<file path="config.mk">
export PLATFORM = sky130hd
export DESIGN_NAME = sliding_window_max_flat
export DESIGN_NICKNAME = d
export VERILOG_FILES = /design/src/swm_pkg.sv /design/src/swm_in_if.sv /design/src/swm_out_if.sv /design/src/swm_ram.sv /design/src/sliding_window_max.sv /design/src/flat_wrapper.sv
export SDC_FILE = /design/constraint.sdc
export NUM_CORES = 2
export LEC_CHECK = 0
export BUFFER_PORTS_ARGS = -buffer_cell sky130_fd_sc_hd__buf_2
export CORE_UTILIZATION = 60
export DETAILED_ROUTE_END_ITERATION = 10
export PLACE_DENSITY = 0.8
export SYNTH_ARGS = -nofsm -noshare
export SYNTH_HDL_FRONTEND = slang
export SYNTH_HIERARCHICAL = 1
export SYNTH_SLANG_ARGS = --single-unit
</file>
<file path="constraint.sdc">
create_clock -name clk -period 6.47 [get_ports clk]
set_input_delay 0.3235 -clock clk [delete_from_list [all_inputs] [get_ports clk]]
set_output_delay 0.3235 -clock clk [all_outputs]
set_load 0.01 [all_outputs]
</file>
<file path="src/swm_pkg.sv">
`default_nettype none
// ----------------------------------------------------------------------------
// swm_pkg
// Shared constants for the sliding window maximum block.
// ----------------------------------------------------------------------------
package swm_pkg;

  // Default sizing
  localparam int WINDOW_MAX_DEF   = 64;
  localparam int SAMPLE_WIDTH_DEF = 16;

  // Configuration register
  localparam int              CFG_WIDTH        = 7;
  localparam logic [CFG_WIDTH-1:0] WINDOW_LEN_RESET = 7'd3;

endpackage : swm_pkg
`default_nettype wire

</file>
<file path="src/swm_in_if.sv">
`default_nettype none
// ----------------------------------------------------------------------------
// swm_in_if
// Sample channel: valid/ready handshake carrying one sample and its end flag.
// ----------------------------------------------------------------------------
interface swm_in_if
  import swm_pkg::*;
#(
  parameter int SAMPLE_WIDTH = SAMPLE_WIDTH_DEF
);
  logic                           valid;
  logic                           ready;
  logic signed [SAMPLE_WIDTH-1:0] sample;
  logic                           seq_end;

  modport source (output valid, output sample, output seq_end, input ready);
  modport sink   (input valid, input sample, input seq_end, output ready);
endinterface : swm_in_if
`default_nettype wire

</file>
<file path="src/swm_out_if.sv">
`default_nettype none
// ----------------------------------------------------------------------------
// swm_out_if
// Result channel: valid/ready handshake carrying one window maximum.
// ----------------------------------------------------------------------------
interface swm_out_if
  import swm_pkg::*;
#(
  parameter int SAMPLE_WIDTH = SAMPLE_WIDTH_DEF
);
  logic                           valid;
  logic                           ready;
  logic signed [SAMPLE_WIDTH-1:0] window_max;
  logic                           last_result;

  modport source (output valid, output window_max, output last_result, input ready);
  modport sink   (input valid, input window_max, input last_result, output ready);
endinterface : swm_out_if
`default_nettype wire

</file>
<file path="src/swm_ram.sv">
`default_nettype none
// ----------------------------------------------------------------------------
// swm_ram
// Simple dual-port synchronous RAM, one write and one registered read port.
// ----------------------------------------------------------------------------
module swm_ram #(
  parameter int DEPTH = 64,
  parameter int WIDTH = 23,
  parameter int AW    = (DEPTH > 1) ? $clog2(DEPTH) : 1
) (
  input  wire logic             clk,
  input  wire logic             we,
  input  wire logic [AW-1:0]    waddr,
  input  wire logic [WIDTH-1:0] wdata,
  input  wire logic             re,
  input  wire logic [AW-1:0]    raddr,
  output logic      [WIDTH-1:0] rdata
);

  logic [WIDTH-1:0] mem [DEPTH];

  // Write port
  always_ff @(posedge clk) begin
    if (we) begin
      mem[waddr] <= wdata;
    end
  end

  // Read port, registered; data holds while re is low
  always_ff @(posedge clk) begin
    if (re) begin
      rdata <= mem[raddr];
    end
  end

endmodule : swm_ram
`default_nettype wire

</file>
<file path="src/sliding_window_max.sv">
`default_nettype none
// ----------------------------------------------------------------------------
// sliding_window_max
// Running maximum over the last window_len samples using a monotonic deque.
// ----------------------------------------------------------------------------
// Each accepted sample produces the maximum of the window ending at it, once
// window_len samples of the sequence have arrived; seq_end marks the final
// sample, flags its result and starts a fresh sequence. The deque of
// (value, position) pairs lives in a one-read, one-write RAM; head, tail,
// occupancy and counters are registers. One sample at a time: an accept step,
// a tail compare per pass of the RAM read loop (one per entry removed, plus
// one for the entry that stops the scan when any remain), a push step, and an
// emit step when a result is due, which waits for the result register to
// free up. The block takes no new sample until it is through with the last.
// A write to window_len, taken only while idle, clears the sequence state and
// holds off the sample channel for that cycle; values 0 act as 1 and values
// above WINDOW_MAX act as WINDOW_MAX.
// ----------------------------------------------------------------------------
module sliding_window_max
  import swm_pkg::*;
#(
  parameter int WINDOW_MAX   = WINDOW_MAX_DEF,
  parameter int SAMPLE_WIDTH = SAMPLE_WIDTH_DEF
) (
  input  wire logic                 clk,
  input  wire logic                 rst,
  input  wire logic                 cfg_we,
  input  wire logic [CFG_WIDTH-1:0] cfg_wdata,
  swm_in_if.sink                    samples,
  swm_out_if.source                 results
);

  localparam int IW = (WINDOW_MAX > 1) ? $clog2(WINDOW_MAX) : 1;  // deque index
  localparam int OW = $clog2(WINDOW_MAX + 1);                      // counts
  localparam int PW = $clog2(2 * WINDOW_MAX);                      // stream position
  localparam int EW = SAMPLE_WIDTH + PW;                           // RAM entry

  localparam logic [PW:0]   POS_MOD_W = (PW + 1)'(2 * WINDOW_MAX);
  localparam logic [PW-1:0] POS_LAST  = PW'(2 * WINDOW_MAX - 1);
  localparam logic [IW-1:0] IDX_LAST  = IW'(WINDOW_MAX - 1);
  localparam logic [OW-1:0] OCC_FULL  = OW'(WINDOW_MAX);

  // Sequencer states
  localparam logic [1:0] ST_IDLE = 2'd0;
  localparam logic [1:0] ST_POP  = 2'd1;
  localparam logic [1:0] ST_PUSH = 2'd2;
  localparam logic [1:0] ST_EMIT = 2'd3;

  function automatic logic [IW-1:0] idx_next(input logic [IW-1:0] i);
    return (i == IDX_LAST) ? '0 : i + 1'b1;
  endfunction

  function automatic logic [IW-1:0] idx_prev(input logic [IW-1:0] i);
    return (i == '0) ? IDX_LAST : i - 1'b1;
  endfunction

  // Registers
  logic [1:0]                     state;
  logic [CFG_WIDTH-1:0]           window_len;
  logic signed [SAMPLE_WIDTH-1:0] s_val;
  logic                           s_last;
  logic [IW-1:0]                  head;
  logic [IW-1:0]                  tail;
  logic [OW-1:0]                  occ;
  logic [PW-1:0]                  spos;
  logic [OW-1:0]                  warm;
  logic                           fwd;
  logic                           out_valid;
  logic signed [SAMPLE_WIDTH-1:0] out_max;
  logic                           out_last;

  // RAM ports
  logic          ram_we;
  logic          ram_re;
  logic [IW-1:0] ram_raddr;
  logic [EW-1:0] ram_rdata;

  swm_ram #(
    .DEPTH (WINDOW_MAX),
    .WIDTH (EW),
    .AW    (IW)
  ) u_ram (
    .clk   (clk),
    .we    (ram_we),
    .waddr (tail),
    .wdata ({s_val, spos}),
    .re    (ram_re),
    .raddr (ram_raddr),
    .rdata (ram_rdata)
  );

  // Effective window length
  logic [OW-1:0] k;
  logic [OW-1:0] k_m1;
  always_comb begin
    if (window_len == '0) begin
      k = OW'(1);
    end else if (int'(window_len) > WINDOW_MAX) begin
      k = OCC_FULL;
    end else begin
      k = OW'(window_len);
    end
    k_m1 = k - 1'b1;
  end

  // Position of the oldest sample in the window ending at spos
  logic [PW-1:0] km1_pos;
  logic [PW:0]   oldest_wrap;
  logic [PW-1:0] oldest;
  logic [PW-1:0] spos_inc;
  always_comb begin
    km1_pos     = PW'(k_m1);
    oldest_wrap = {1'b0, spos} + POS_MOD_W - {1'b0, km1_pos};
    oldest      = (spos >= km1_pos) ? (spos - km1_pos) : oldest_wrap[PW-1:0];
    spos_inc    = (spos == POS_LAST) ? '0 : spos + 1'b1;
  end

  // Handshake terms; a register write takes the idle cycle
  logic in_acc;
  logic out_free;
  assign samples.ready = (state == ST_IDLE) && !cfg_we;
  assign in_acc        = samples.valid && samples.ready;
  assign out_free      = !out_valid || results.ready;

  // Tail compare and push/head terms
  logic signed [SAMPLE_WIDTH-1:0] rd_val;
  logic [PW-1:0]                  rd_pos;
  logic                           do_pop;
  logic                           full;
  logic [IW-1:0]                  head_adj;
  logic [OW-1:0]                  occ_adj;
  logic [OW-1:0]                  warm_next;
  logic                           emit_due;
  logic signed [SAMPLE_WIDTH-1:0] hd_val;
  logic [PW-1:0]                  hd_pos;
  always_comb begin
    rd_val    = ram_rdata[EW-1:PW];
    rd_pos    = ram_rdata[PW-1:0];
    do_pop    = (rd_val <= s_val);
    full      = (occ == OCC_FULL);
    head_adj  = full ? idx_next(head) : head;
    occ_adj   = full ? occ - 1'b1 : occ;
    warm_next = (warm < k) ? warm + 1'b1 : warm;
    emit_due  = (warm_next >= k);
    hd_val    = fwd ? s_val : rd_val;
    hd_pos    = fwd ? spos : rd_pos;
  end

  // RAM read address and enables
  always_comb begin
    ram_re    = 1'b0;
    ram_raddr = idx_prev(tail);
    ram_we    = 1'b0;
    case (state)
      ST_IDLE: begin
        ram_re = in_acc && (occ != '0);
      end
      ST_POP: begin
        ram_re    = do_pop && (occ > OW'(1));
        ram_raddr = idx_prev(idx_prev(tail));
      end
      ST_PUSH: begin
        ram_we    = 1'b1;
        ram_re    = emit_due;
        ram_raddr = head_adj;
      end
      default: begin
        ram_re = 1'b0;
      end
    endcase
  end

  // Sequencer and deque pointers
  always_ff @(posedge clk) begin
    if (rst) begin
      state      <= ST_IDLE;
      window_len <= WINDOW_LEN_RESET;
      head       <= '0;
      tail       <= '0;
      occ        <= '0;
      spos       <= '0;
      warm       <= '0;
      fwd        <= 1'b0;
    end else begin
      case (state)
        ST_IDLE: begin
          if (cfg_we) begin
            window_len <= cfg_wdata;
            head       <= '0;
            tail       <= '0;
            occ        <= '0;
            spos       <= '0;
            warm       <= '0;
          end else if (in_acc) begin
            state <= (occ != '0) ? ST_POP : ST_PUSH;
          end
        end
        ST_POP: begin
          if (do_pop) begin
            tail <= idx_prev(tail);
            occ  <= occ - 1'b1;
            if (occ <= OW'(1)) begin
              state <= ST_PUSH;
            end
          end else begin
            state <= ST_PUSH;
          end
        end
        ST_PUSH: begin
          fwd <= (occ_adj == '0);
          if (emit_due) begin
            state <= ST_EMIT;
            head  <= head_adj;
            tail  <= idx_next(tail);
            occ   <= occ_adj + 1'b1;
            warm  <= warm_next;
          end else begin
            state <= ST_IDLE;
            if (s_last) begin
              head <= '0;
              tail <= '0;
              occ  <= '0;
              spos <= '0;
              warm <= '0;
            end else begin
              head <= head_adj;
              tail <= idx_next(tail);
              occ  <= occ_adj + 1'b1;
              warm <= warm_next;
              spos <= spos_inc;
            end
          end
        end
        ST_EMIT: begin
          if (out_free) begin
            state <= ST_IDLE;
            if (s_last) begin
              head <= '0;
              tail <= '0;
              occ  <= '0;
              spos <= '0;
              warm <= '0;
            end else begin
              spos <= spos_inc;
              if (hd_pos == oldest) begin
                head <= idx_next(head);
                occ  <= occ - 1'b1;
              end
            end
          end
        end
        default: begin
          state <= ST_IDLE;
        end
      endcase
    end
  end

  // Sample capture
  always_ff @(posedge clk) begin
    if (in_acc) begin
      s_val  <= samples.sample;
      s_last <= samples.seq_end;
    end
  end

  // Output register
  always_ff @(posedge clk) begin
    if (rst) begin
      out_valid <= 1'b0;
    end else if (state == ST_EMIT && out_free) begin
      out_valid <= 1'b1;
    end else if (results.ready) begin
      out_valid <= 1'b0;
    end
  end

  always_ff @(posedge clk) begin
    if (state == ST_EMIT && out_free) begin
      out_max  <= hd_val;
      out_last <= s_last;
    end
  end

  assign results.valid       = out_valid;
  assign results.window_max  = out_max;
  assign results.last_result = out_last;

endmodule : sliding_window_max
`default_nettype wire
</file>
<file path="src/flat_wrapper.sv">
// flat-port wrapper written by rule: the top's interface ports become plain ports
module sliding_window_max_flat import swm_pkg::*;
#(
  parameter int WINDOW_MAX   = WINDOW_MAX_DEF,
  parameter int SAMPLE_WIDTH = SAMPLE_WIDTH_DEF
)
  (clk, rst, cfg_we, cfg_wdata, samples_valid, samples_sample, samples_seq_end, samples_ready, results_valid, results_window_max, results_last_result, results_ready);
  swm_in_if #(.SAMPLE_WIDTH(SAMPLE_WIDTH)) samples_i ();
  swm_out_if #(.SAMPLE_WIDTH(SAMPLE_WIDTH)) results_i ();
  input  wire logic clk;
  input  wire logic rst;
  input  wire logic cfg_we;
  input  wire logic [CFG_WIDTH-1:0] cfg_wdata;
  input wire logic [$bits(samples_i.valid)-1:0] samples_valid;
  input wire logic [$bits(samples_i.sample)-1:0] samples_sample;
  input wire logic [$bits(samples_i.seq_end)-1:0] samples_seq_end;
  output wire logic [$bits(samples_i.ready)-1:0] samples_ready;
  output wire logic [$bits(results_i.valid)-1:0] results_valid;
  output wire logic [$bits(results_i.window_max)-1:0] results_window_max;
  output wire logic [$bits(results_i.last_result)-1:0] results_last_result;
  input wire logic [$bits(results_i.ready)-1:0] results_ready;
  assign samples_i.valid = samples_valid;
  assign samples_i.sample = samples_sample;
  assign samples_i.seq_end = samples_seq_end;
  assign samples_ready = samples_i.ready;
  assign results_valid = results_i.valid;
  assign results_window_max = results_i.window_max;
  assign results_last_result = results_i.last_result;
  assign results_i.ready = results_ready;
  sliding_window_max #(.WINDOW_MAX(WINDOW_MAX), .SAMPLE_WIDTH(SAMPLE_WIDTH)) u_core (.clk(clk), .rst(rst), .cfg_we(cfg_we), .cfg_wdata(cfg_wdata), .samples(samples_i), .results(results_i));
endmodule
</file>
==> flow_summary.yaml <==
run:
  cap_violations: 0
finish:
  layout.nets: 3381
  syn_to_final_growth_pct: 11.8
  instances_no_fill: 4803
  nFillCells: 6112
  multiInputGateArea_um2: 15100
  regArea_um2: 46800
  layout-drive-gt1-share_pct: 24.9
clock_network:
  postCtsResizedCells: 0
  tritoncts: "done"
  root_buffer: "clkbuf_16"
  h-tree-depth: 4
  clockBufferDepth: 3
  clk-insertion-delay-late_ps: 780
  cts_buffers: 152
  cts.clk_slew.worst_paths_ps: 60
  clock_sinks: 1573
sta:
  rsz0062_at_grt: "no"
  worstMarginPinSlew_ps: 1330
  hold_slack_ps: 110
  max_freq_mhz: 173
  slew_viol_final: 0
  slew_headroom_pct: 11.1
  period_share_pct: 89.1
  fin_skew_ps: 45.5
  hold_violations: 0
  setup_tns_ps: 0
  period_needed_ps: 5760
  setup_viol: 0
yosys:
  syn-num-nets: 3202
  syn_avg_cell_area_um2: 20.0
  yosys-top-cells-area: "edfxtp_1 73%, mux4_2 13%, dfxtp_1 1.4%, mux2i_1 1.3%, ha_1 0.98%"
  ys_warn_count: 6
  synth.top_cell.area_share_pct: 73.4
  synth_seq_area_share_pct: 74.8
  postSynthCellCount: 3123
  synth_ff_type: "edfxtp_1"
  synthArstFlopShare_pct: 0
  ys_types: 67
  synth_edf_count: 1529
  mappedNetlistArea_um2: 62600
  ys_ff_latch: 1573
  synth_top_cell_by_area: "edfxtp_1"
power_and_ir_drop:
  p_total_mw: 23.3
  powerDensity_nw_per_um2: 333
  power.leakage_nw: 23.3
  ir_drop_v: 0.000210
floorplanning:
  die-area_um2: 106000
  dieWidth_um: 325
  io_pins: 48
  start_util_pct: 60.5
  die_y_um: 325
  rows: 118
  core_area_um2: 103000
detailed_routing:
  wl_um: 163000
  drcViolationCount: 0
  top_layer_used: "met4"
  viasPerCell: 6.94
  wl_per_cell_um: 33.8
  dr_wl_met2_um: 78400
  ant_nets: 0
  route.met3.wl_um: 18900
  drt-initial-drc-count: 4909
  vias: 33340
  drtPass1Iterations: 8
  met1_length_um: 56800
worst_setup_path:
  cp.required_ps: 6900
  cp-end-kind: "flop"
  startpoint_type: "flop"
  critPathKind: "reg2reg"
  crit_fanout: 33
  crit_arrival_ps: 6190
global_routing:
  grt_pass1_vias: 33046
  antenna_found_initial: 8
  grt_max_degree: 76
  grt_remaining_overflow: 0
  grt_pass1_wl_um: 233000
  grt_usage_pct: 31.2
place:
  dp_hpwl_um: 93100
  gp_congestion: 0.873
  placedCellCount: 4496
  port_buffers: 47
status:
  status: "complete, no violations"
worst_hold_path:
  hold_class: "in2reg"
placed cells by master (no fill, tap or decap), types with 9 or more instances in the layout:
| cell type | n |
|---|---|
| and3_1 | 9 |
| dlygate4sd3_1 | 32 |
| mux2i_1 | 79 |
| clkbuf_16 | 158 |
| nand3_1 | 62 |
| o22ai_1 | 9 |
| inv_1 | 43 |
| dfxtp_1 | 37 |
| nor2b_1 | 19 |
| nor3_1 | 21 |
| clkbuf_1 | 39 |
| nand4_1 | 12 |
| edfxtp_1 | 1529 |
| nand2b_1 | 13 |
| nor2_1 | 67 |
| nor2_2 | 46 |
| buf_4 | 98 |
| ha_1 | 49 |
| clkinv_1 | 38 |
| xnor2_1 | 20 |
| o21ai_0 | 66 |
| a22oi_1 | 53 |
| o221ai_1 | 13 |
| a21oi_1 | 76 |
| clkinv_2 | 23 |
| buf_2 | 47 |
| a211oi_1 | 18 |
| nor2_4 | 20 |
| mux4_2 | 368 |
| a221oi_1 | 23 |
| nand3b_1 | 10 |
| mux2_2 | 30 |
| nand2_1 | 101 |
| xor2_1 | 16 |
| buf_12 | 13 |
| a22o_1 | 27 |
synthesized netlist by cell type, drive strengths merged, types with 44 or more instances:
library cell / instances
clkbuf: 83
edfxtp: 1529
ha: 49
o21ai: 72
nand2: 101
nor2: 133
a21oi: 79
mux4: 368
mux2i: 79
nand3: 62
dfxtp: 44
buf: 82
a22oi: 53
sequential cells by signal, summed over array words and instances (netlist names), 6 cells and up:
signal,cells
u_core/results.window_max,16
u_core/warm,7
u_core/spos,7
u_core/occ,7
u_core/s_val,16
u_core/head,6
u_core/u_ram/mem,1472
u_core/window_len,7
u_core/tail,6
u_core/u_ram/rdata,23
critical path, stage by stage (launching register included):
cell and delay [ps]:
dfxtp_1 690, inv_1 200, ha_1 310, nand3b_1 210, and2_1 180, nand2_1 100, a31oi_4 780, buf_12 370
buf_4 620, mux4_2 600, a22o_1 250, a221oi_1 790, a221oi_1 260
worst paths after layout:
check | start | endpoint | slack [ps] | cells after the start
worst max-delay path | u_core/tail[1] | u_core/u_ram/rdata[0] | 710 | 12
worst min-delay path | rst | u_core/spos[1] | 110 | 2
worst max register to register | u_core/tail[1] | u_core/u_ram/rdata[0] | 710 | 12
worst min register to register | u_core/window_len[5] | u_core/window_len[5] | 520 | 2
power by group:
part           internal (mW)  switching [mW]  total, mW
logic                   1.46            2.18       3.64
clock network           4.63            3.71       8.34
registers               11.3          0.0602       11.3
stage by stage:
step                      area, um^2  setup slack (ps)  utilization (%)
after floorplan                62600              1770                -
after global placement         65000               984             62.8
after detailed placement       65000               927             62.8
after CTS                      70000               870             67.6
after global routing           70000               457             67.6
final                          70000               706             67.6
metal layers:
layer  track usage, %  up-vias
met5                0        -
met3             7.59      410
li1                 -    13299
met1             41.1    17242
met4             14.6        0
met2             49.5     2389
layout make-up:
class	instances	share of cell area (%)
multi-input cells	1341	21.6
diodes	2	0.00715
flip-flops and latches	1573	66.9
clock buffers	197	5.86
inverters	44	0.236
repair buffers	190	2.22
clock inverters	76	0.730
well taps	1380	2.47
cell families after synthesis:
family          share of synthesized area, %
compound gates                          3.85
buf+inv                                 1.60
xor+xnor                               0.504
fa+ha+maj                               1.01
simple gates                            3.21
flops                                   74.8
mux                                     15.0
timing repair:
item                                   in CTS  in global routing
endpoints found under the hold margin      25                  0
buffers inserted                            0                  0
hold buffers                               32                  0
(Power assumes the default switching activity.)
